===== src/rtl/sed_pkg.sv =====
// Shared types and constants for the speech endpoint detector.
// No dependencies.
package sed_pkg;

    localparam int CNT_W = 16;
    localparam int THR_W = 8;
    localparam int EV_W  = 3;

    localparam logic [CNT_W-1:0] CNT_MAX = {CNT_W{1'b1}};

    // event codes
    localparam logic [EV_W-1:0] EV_IDLE   = 3'd0;
    localparam logic [EV_W-1:0] EV_LISTEN = 3'd1;
    localparam logic [EV_W-1:0] EV_START  = 3'd2;
    localparam logic [EV_W-1:0] EV_ACCEPT = 3'd3;
    localparam logic [EV_W-1:0] EV_REJECT = 3'd4;

    // command codes
    localparam logic CMD_FRAME = 1'b0;
    localparam logic CMD_ARM   = 1'b1;

    // register indexes
    localparam logic [1:0] REG_VOICE_THRESHOLD = 2'd0;
    localparam logic [1:0] REG_QUIET_FRAMES    = 2'd1;
    localparam logic [1:0] REG_MAX_FRAMES      = 2'd2;
    localparam logic [1:0] REG_MIN_VOICED      = 2'd3;

    // reset values
    localparam logic [THR_W-1:0] RST_VOICE_THRESHOLD = 8'd128;
    localparam logic [CNT_W-1:0] RST_QUIET_FRAMES    = 16'd150;
    localparam logic [CNT_W-1:0] RST_MAX_FRAMES      = 16'd3000;
    localparam logic [CNT_W-1:0] RST_MIN_VOICED      = 16'd10;

    // tdata layout of the result: speech_active, silence_run, voiced_total
    localparam int OUT_DATA_W = 40;

    typedef struct packed {
        logic [THR_W-1:0] voice_threshold;
        logic [CNT_W-1:0] quiet_frames;
        logic [CNT_W-1:0] max_frames;
        logic [CNT_W-1:0] min_voiced;
    } sed_cfg_t;

    typedef struct packed {
        logic [EV_W-1:0]  event_res;
        logic             speech_active;
        logic [CNT_W-1:0] silence_run;
        logic [CNT_W-1:0] voiced_total;
    } sed_result_t;

endpackage


===== src/rtl/sed_cfg_regs.sv =====
// APB-style configuration register bank of the speech endpoint detector.
// Depends on sed_pkg.
module sed_cfg_regs
(
    input  logic              clk,
    input  logic              rst_n,
    input  logic              psel,
    input  logic              penable,
    input  logic              pwrite,
    input  logic [3:0]        paddr,
    input  logic [31:0]       pwdata,
    output logic [31:0]       prdata,
    output logic              pready,
    output sed_pkg::sed_cfg_t cfg
);
    import sed_pkg::*;

    sed_cfg_t   cfg_reg;
    logic       wr_en;
    logic [1:0] reg_idx;

    assign pready  = 1'b1;
    assign wr_en   = psel && penable && pwrite;
    assign reg_idx = paddr[3:2];
    assign cfg     = cfg_reg;

    always_ff @(posedge clk or negedge rst_n)
    begin
        if (!rst_n)
        begin
            cfg_reg.voice_threshold <= RST_VOICE_THRESHOLD;
            cfg_reg.quiet_frames    <= RST_QUIET_FRAMES;
            cfg_reg.max_frames      <= RST_MAX_FRAMES;
            cfg_reg.min_voiced      <= RST_MIN_VOICED;
        end
        else if (wr_en)
        begin
            case (reg_idx)
                REG_VOICE_THRESHOLD: cfg_reg.voice_threshold <= pwdata[THR_W-1:0];
                REG_QUIET_FRAMES:    cfg_reg.quiet_frames    <= pwdata[CNT_W-1:0];
                REG_MAX_FRAMES:      cfg_reg.max_frames      <= pwdata[CNT_W-1:0];
                REG_MIN_VOICED:      cfg_reg.min_voiced      <= pwdata[CNT_W-1:0];
                default: ;
            endcase
        end
    end

    always_comb
    begin
        case (reg_idx)
            REG_VOICE_THRESHOLD: prdata = {24'd0, cfg_reg.voice_threshold};
            REG_QUIET_FRAMES:    prdata = {16'd0, cfg_reg.quiet_frames};
            REG_MAX_FRAMES:      prdata = {16'd0, cfg_reg.max_frames};
            REG_MIN_VOICED:      prdata = {16'd0, cfg_reg.min_voiced};
            default:             prdata = 32'd0;
        endcase
    end

endmodule


===== src/rtl/sed_core.sv =====
// Session state and per-frame endpoint decision.
// Depends on sed_pkg.
module sed_core
(
    input  logic                 clk,
    input  logic                 rst_n,
    input  logic                 step_en,
    input  logic                 command,
    input  logic [7:0]           frame_score,
    input  sed_pkg::sed_cfg_t    cfg,
    output sed_pkg::sed_result_t res
);
    import sed_pkg::*;

    logic             armed_reg,  armed_next;
    logic             seen_reg,   seen_next;
    logic [CNT_W-1:0] silence_reg, silence_next;
    logic [CNT_W-1:0] voiced_reg,  voiced_next;
    logic [CNT_W-1:0] frame_reg,   frame_next;
    logic [EV_W-1:0]  ev;
    logic             voiced;

    function automatic logic [CNT_W-1:0] sat_inc(input logic [CNT_W-1:0] v);
        return (v == CNT_MAX) ? v : v + 1'b1;
    endfunction

    assign voiced = frame_score >= cfg.voice_threshold;

    always_comb
    begin
        armed_next   = armed_reg;
        seen_next    = seen_reg;
        silence_next = silence_reg;
        voiced_next  = voiced_reg;
        frame_next   = frame_reg;
        ev           = EV_IDLE;
        if (command == CMD_ARM)
        begin
            ev = EV_LISTEN;
            if (!armed_reg)
            begin
                armed_next   = 1'b1;
                seen_next    = 1'b0;
                silence_next = '0;
                voiced_next  = '0;
                frame_next   = '0;
            end
        end
        else if (armed_reg)
        begin
            ev         = EV_LISTEN;
            frame_next = sat_inc(frame_reg);
            if (!seen_reg)
            begin
                if (voiced)
                begin
                    seen_next   = 1'b1;
                    voiced_next = sat_inc(voiced_reg);
                    ev          = EV_START;
                end
                else if (frame_next >= cfg.max_frames)
                begin
                    silence_next = cfg.quiet_frames;
                end
            end
            else
            begin
                if (voiced)
                begin
                    silence_next = '0;
                    voiced_next  = sat_inc(voiced_reg);
                end
                else
                begin
                    silence_next = sat_inc(silence_reg);
                end
                if (frame_next >= cfg.max_frames && silence_next < cfg.quiet_frames)
                begin
                    silence_next = cfg.quiet_frames;
                end
            end
            // end test
            if (silence_next >= cfg.quiet_frames)
            begin
                if (seen_next && voiced_next < cfg.min_voiced)
                begin
                    silence_next = '0;
                    voiced_next  = '0;
                    seen_next    = 1'b0;
                    ev           = EV_REJECT;
                end
                else
                begin
                    armed_next = 1'b0;
                    ev         = EV_ACCEPT;
                end
            end
        end
    end

    always_ff @(posedge clk or negedge rst_n)
    begin
        if (!rst_n)
        begin
            armed_reg   <= 1'b0;
            seen_reg    <= 1'b0;
            silence_reg <= '0;
            voiced_reg  <= '0;
            frame_reg   <= '0;
        end
        else if (step_en)
        begin
            armed_reg   <= armed_next;
            seen_reg    <= seen_next;
            silence_reg <= silence_next;
            voiced_reg  <= voiced_next;
            frame_reg   <= frame_next;
        end
    end

    assign res.event_res     = ev;
    assign res.speech_active = seen_next;
    assign res.silence_run   = silence_next;
    assign res.voiced_total  = voiced_next;

endmodule


===== src/rtl/speech_endpoint_detector.sv =====
// Path: input register, then sed_core, then the result register that drives m_*.
// Throughput: one frame or arm command per cycle while m_tready keeps up; each register
// holds one transfer, so an empty input register takes input while a result waits.
// Reset (rst_n, async, active low): session cleared and disarmed, pipeline empty,
// registers back to their reset values.
module speech_endpoint_detector
(
    input  logic        clk,
    input  logic        rst_n,
    // slave stream
    input  logic        s_tvalid,
    output logic        s_tready,
    input  logic [7:0]  s_tdata,   // [7:0] frame_score
    input  logic        s_tuser,   // [0] command
    // master stream
    output logic        m_tvalid,
    input  logic        m_tready,
    output logic [39:0] m_tdata,   // [0] speech_active, [16:1] silence_run,
                                   // [32:17] voiced_total, [39:33] zero
    output logic [2:0]  m_tuser,   // [2:0] event_res
    // configuration
    input  logic        psel,
    input  logic        penable,
    input  logic        pwrite,
    input  logic [3:0]  paddr,
    input  logic [31:0] pwdata,
    output logic [31:0] prdata,
    output logic        pready
);
    import sed_pkg::*;

    sed_cfg_t    cfg;
    sed_result_t res;

    logic        in_valid_reg;
    logic        in_cmd_reg;
    logic [7:0]  in_score_reg;
    logic        out_valid_reg;
    sed_result_t out_reg;
    logic        advance;

    assign advance  = !out_valid_reg || m_tready;
    assign s_tready = !in_valid_reg || advance;

    sed_cfg_regs u_cfg
    (
        .clk     (clk),
        .rst_n   (rst_n),
        .psel    (psel),
        .penable (penable),
        .pwrite  (pwrite),
        .paddr   (paddr),
        .pwdata  (pwdata),
        .prdata  (prdata),
        .pready  (pready),
        .cfg     (cfg)
    );

    sed_core u_core
    (
        .clk         (clk),
        .rst_n       (rst_n),
        .step_en     (in_valid_reg && advance),
        .command     (in_cmd_reg),
        .frame_score (in_score_reg),
        .cfg         (cfg),
        .res         (res)
    );

    always_ff @(posedge clk or negedge rst_n)
    begin
        if (!rst_n)
        begin
            in_valid_reg  <= 1'b0;
            out_valid_reg <= 1'b0;
        end
        else
        begin
            if (s_tready)
            begin
                in_valid_reg <= s_tvalid;
            end
            if (advance)
            begin
                out_valid_reg <= in_valid_reg;
            end
        end
    end

    always_ff @(posedge clk)
    begin
        if (s_tvalid && s_tready)
        begin
            in_cmd_reg   <= s_tuser;
            in_score_reg <= s_tdata;
        end
        if (in_valid_reg && advance)
        begin
            out_reg <= res;
        end
    end

    assign m_tvalid = out_valid_reg;
    assign m_tuser  = out_reg.event_res;
    assign m_tdata  = {7'd0, out_reg.voiced_total, out_reg.silence_run,
                       out_reg.speech_active};

endmodule


===== config.mk =====
export PLATFORM = sky130hd
export DESIGN_NAME = speech_endpoint_detector
export DESIGN_NICKNAME = d
export VERILOG_FILES = /design/src/rtl/sed_pkg.sv /design/src/rtl/sed_cfg_regs.sv /design/src/rtl/sed_core.sv /design/src/rtl/speech_endpoint_detector.sv
export SDC_FILE = /design/constraint.sdc
export NUM_CORES = 1
export LEC_CHECK = 0
export BUFFER_PORTS_ARGS = -buffer_cell sky130_fd_sc_hd__clkbuf_2
export CELL_PAD_IN_SITES_DETAIL_PLACEMENT = 1
export CELL_PAD_IN_SITES_GLOBAL_PLACEMENT = 2
export CORE_MARGIN = 2
export CORE_UTILIZATION = 40
export CTS_CLUSTER_SIZE = 40
export DETAILED_ROUTE_END_ITERATION = 10
export PLACE_DENSITY = 0.88
export SLEW_MARGIN = 20
export SYNTH_ARGS = -nofsm -noshare
export SYNTH_HDL_FRONTEND = slang
export SYNTH_HIERARCHICAL = 1
export SYNTH_SLANG_ARGS = --single-unit

===== constraint.sdc =====
create_clock -name clk -period 11.6 [get_ports clk]
set_input_delay 0.58 -clock clk [delete_from_list [all_inputs] [get_ports clk]]
set_output_delay 0.58 -clock clk [all_outputs]
set_load 0.005 [all_outputs]

; ---- Yosys cells after proc, flatten, opt, wreduce, memory -nomap -nowiden
; Index checks and enable logic that the tools add are counted.
[totals]
reg_bits = 153
latchBits = 0
mem_bits_rw = 0
mem_bits_ro = 0
input_bits = 52
output_inout_bits = 78
word_cells = 100
memories = 0
[classes]
addsub = 3
mul = 0
div_mod_pow = 0
n_lt_le_gt_ge = 5
n_eq_ne = 7
shifts = 0
muxes = 48
bitwise_logic = 1
n_reduce_logical = 18
[op_table]
columns = op, count
row1 = $mux 16, 29
row2 = $pmux 32 s4, 1
row3 = $add 16x1->16 const B, 3
row4 = $eq 16x16->1 const B, 3
row5 = $ge 16x16->1, 2
row6 = $lt 16x16->1, 2
row7 = $mux 1, 14
row8 = $mux 3, 3
row9 = $ge 8x8->1, 1
row10 = $reduce_and 2->1, 4
row11 = $logic_and 1x1->1, 6
row12 = $eq 2x2->1 const B, 2
row13 = $reduce_and 3->1, 1
row14 = $eq 2x1->1 const B, 1
row15 = $logic_not 1->1, 2
row16 = $logic_not 2->1, 1
row17 = $logic_or 1x1->1, 2
row18 = $mux 2, 1
row19 = $ne 2x2->1 const B, 1
row20 = $reduce_bool 2->1, 1
row21 = $reduce_or 2->1, 1
row22 = $not 1->1, 1

; ---- Logic depth before layout (Yosys ltp)
[logic_depth]
word_depth = 16
ltp_mapped = 28
depth_no_buf = 25

; ---- Modules after synthesis
; The synthesis kept the hierarchy.
[by_module_without_submodules]
columns = module, instances, cells_per_inst, area_each_um2, seq_area_each_um2
row1 = sed_core, 1, 773, 5751.8, 1251.2
row2 = sed_cfg_regs, 1, 170, 2720.1, 1418.9
row3 = speech_endpoint_detector, 1, 61, 1511.4, 1401.3

; ---- Worst setup path before layout
; No wires, ideal clock.
[synth_timing]
path_type = register -> register
startpoint = register u_cfg.cfg_reg, in the netlist u_cfg/cfg[55]
endpoint = register out_reg, in the netlist m_tdata[10], data pin
setup_ns = 0.265
t_arrival_ns = 5.628
required_ns = 11.335
slack_ns = 5.707
path_stages_with_launch = 26
path_buffers = 2
period_less_slack_ns = 5.893
cell_sequence = dfstp_2 inv_1 ha_1 and3_1 o211ai_1 nand2_1 clkbuf_1 nor2_1 ha_1 a211oi_1 o21bai_1 a2111oi_0 o2111a_1 o21ai_1 a21oi_4 mux2i_1 inv_1 ha_1 nand2_1 o21ai_0 a21o_1 a31oi_1 o41ai_1 a41o_1 clkbuf_1 o21ai_1
[synth_rtl]
columns = element, line
row1 = from (decl), sed_cfg_regs.sv:18  ; sed_cfg_t cfg_reg;
row2 = to (signal assigned), speech_endpoint_detector.sv:99  ; out_reg <= res;
row3 = to (decl), speech_endpoint_detector.sv:39  ; sed_result_t out_reg;

==> run metrics <==
Residual DRC=0; CP delay by family, top=compound AO/OA/AOI/OAI gates; YS warnings=6; Syn Inst Count=1004; RSZ-0062 raised after global routing=false; Non-Filler Instances=1407; mapped cell area=9983 sq um; post-synthesis sequential area ratio=0.4078; nets=1195; global-route wire length before repair=approximately 45000 microns; Hold WC Path Type=in2async; Worst VDD drop=80.64 uV; placed cell area=10560 sq um; CTS sink count=between 150 and 200; number of flops mapped to enable cells by yosys=45; CTS tree=yes; Static Leak=5.259 nW; ANT nets after route=0; RR Endpoint=m_tdata[21]; Cell Pwr Density=161.4 nW/um^2; fin area=11180 sq um; Slew @ Worst Pin=around 1200 ps; Initial Utilization=0.4093; Rows=57; startpoint types=flip-flop; CTS root buf=clkbuf_16; die height=162.0 microns; Num CTS Buffers=17; H-tree levels=4; max reg flops=56; core area=24390 sq um; vias=around 7700; cts repair resizes=0; kind of end point of the critical path=flip-flop; CP bufs+invs=3; number of I/O port buffers=slightly below 90; share of the synthesized area in the top cell type=0.2356; die width=about 160 microns; final setup vio count=0; clock skew=about 11 ps; relative slew slack=0.2193; Yosys cell types=71; IO Pins=130; Setup WS pre-CTS=~3300 ps; Final Critical Period=8408 ps; Crit Path Class=reg2reg; top-count cell post-synth=nand2_1; CP max-delay cell=o41ai_1; Async S/R FF share, synth=0.7059; Critical Path RT=11780 ps; antenna diode count=0; status=finished clean; postcts setup bufs=0; final hold viol count=0; drt pass-1 iters=4; R2R Path Start=u_cfg/cfg[50]; total congestion overflow=0; maximum clock frequency=118.9 MHz; CTS Buffer Depth=2; WP depth=26; Area growth syn-to-layout=11.97%; CP max FO=18; routed vias/inst=5.446; hold-fix buffers at CTS=0; layout cells sized above 1=0.2207; top cells by count, synth=nand2_1 (113), dfrtp_1 (94), inv_1 (89); GRT Overall Usage=0.2188; Synth area leader=dfrtp_1; Slew Limit Fails=0; full die area=about 26000 sq um; Routed WL per cell=19.66 microns; vias in the first global route=7958; FF-to-FF setup slack=3190 ps; initial antenna violation count=0; pin count of the biggest net entering global routing=64; total negative slack=0 ps; cells on worst reg2reg path=26; flops & latches, synth=roughly 150; total chip power=approximately 1.8 mW; dpl hpwl=20250 microns; most area-consuming cells after synthesis=dfrtp_1 (24%), edfxtp_1 (14%), ha_1 (9.1%), mux2_2 (7.2%), nand2_1 (4.2%); CP startpoint=u_cfg/cfg[50]; max_cap viols=0; Avg Cell Area, Syn=9.944 sq um; CTS clk-pin slew, worst paths=70 ps; final worst slack=3192 ps; final period utilization=0.7248; Placer Congestion=between 0.8 and 0.9; Clock Latency Late Sink=430 ps; DRT iter0 DRCs=306; CP arrival=8590 ps; dpl cells=1375; main flop type after synthesis=dfrtp_1; slowest stage delay, CP=970 ps; WL final=27660 microns
logic make-up (layout without fill, tap and decap cells):
kind of cell,Yosys count,count (layout),share of synthesized area
AND/OR/NAND/NOR,274,274,0.1406
AO/OA/AOI/OAI,210,210,0.1308
buffers and inverters,158,216,0.07532
flip-flops,153,153,0.4078
multiplexers,103,103,0.1265
adder cells (fa/ha/maj),73,73,0.09149
XOR/XNOR,30,30,0.02632
other,3,24,0.001128
power by group:
part	switching (mW)	internal, mW	total (mW)
clock	0.234	0.352	0.586
combinational	0.263	0.211	0.474
sequential	0.0948	0.650	0.744
through the flow:
| stage | util | hold WS (ps) |
|---|---|---|
| final | 0.4583 | 184.1 |
| after global routing | 0.4583 | 224.7 |
| after global placement | 0.4328 | 514.0 |
| after CTS | 0.4583 | 195.2 |
| after floorplan | - | 284.4 |
| after detailed placement | 0.4328 | 523.1 |
routing by layer:
metal,wire [microns],part of all wire,global-route usage,up-vias
li1,-,-,-,3651
met3,943,0.034,0.03320,29
met5,0,0,0,-
met2,13320,0.48,0.3636,128
met4,423,0.015,0.06677,0
met1,12970,0.47,0.2958,3855
worst max-delay path by stage:
stage               slack, ps     endpoint
finish                   3190  m_tdata[21]
global route             2620  m_tdata[21]
CTS                      3220  m_tdata[21]
detailed placement       3260  m_tdata[21]
global placement         3370  m_tdata[21]
floorplan                5710  m_tdata[10]
cells in the final DEF (no fill, tap or decap), types with 8 or more instances in the layout:
cell,synthesis,final
clkbuf_2,0,86
xnor2_1,24,23
conb_1,3,24
mux2i_1,20,20
nor3_1,15,15
o31ai_1,8,8
dfstp_2,14,14
buf_4,27,9
nor2_1,45,45
a22o_1,17,17
nand2b_1,9,9
o21ai_1,34,34
inv_1,89,89
nand4_1,14,14
clkbuf_16,0,19
mux2_4,10,10
o21ai_0,60,60
mux2_2,64,64
ha_1,73,73
edfxtp_1,45,45
nand3_1,25,25
nand2_1,113,113
a21oi_1,31,31
a21o_1,17,17
mux4_2,8,8
and3_1,10,10
dfrtp_1,94,94
final cells by class:
type / count / area, sq um
fillers: 2806 / 13210
repair buffers: 95 / 498.0
multi-input cells: 714 / 5248
inverters: 89 / 334.1
well taps: 324 / 405.4
flip-flops and latches: 153 / 4071
clock inverters: 7 / 73.82
clock buffers: 25 / 548.0
Note: power is estimated with default switching activity, not from simulation.
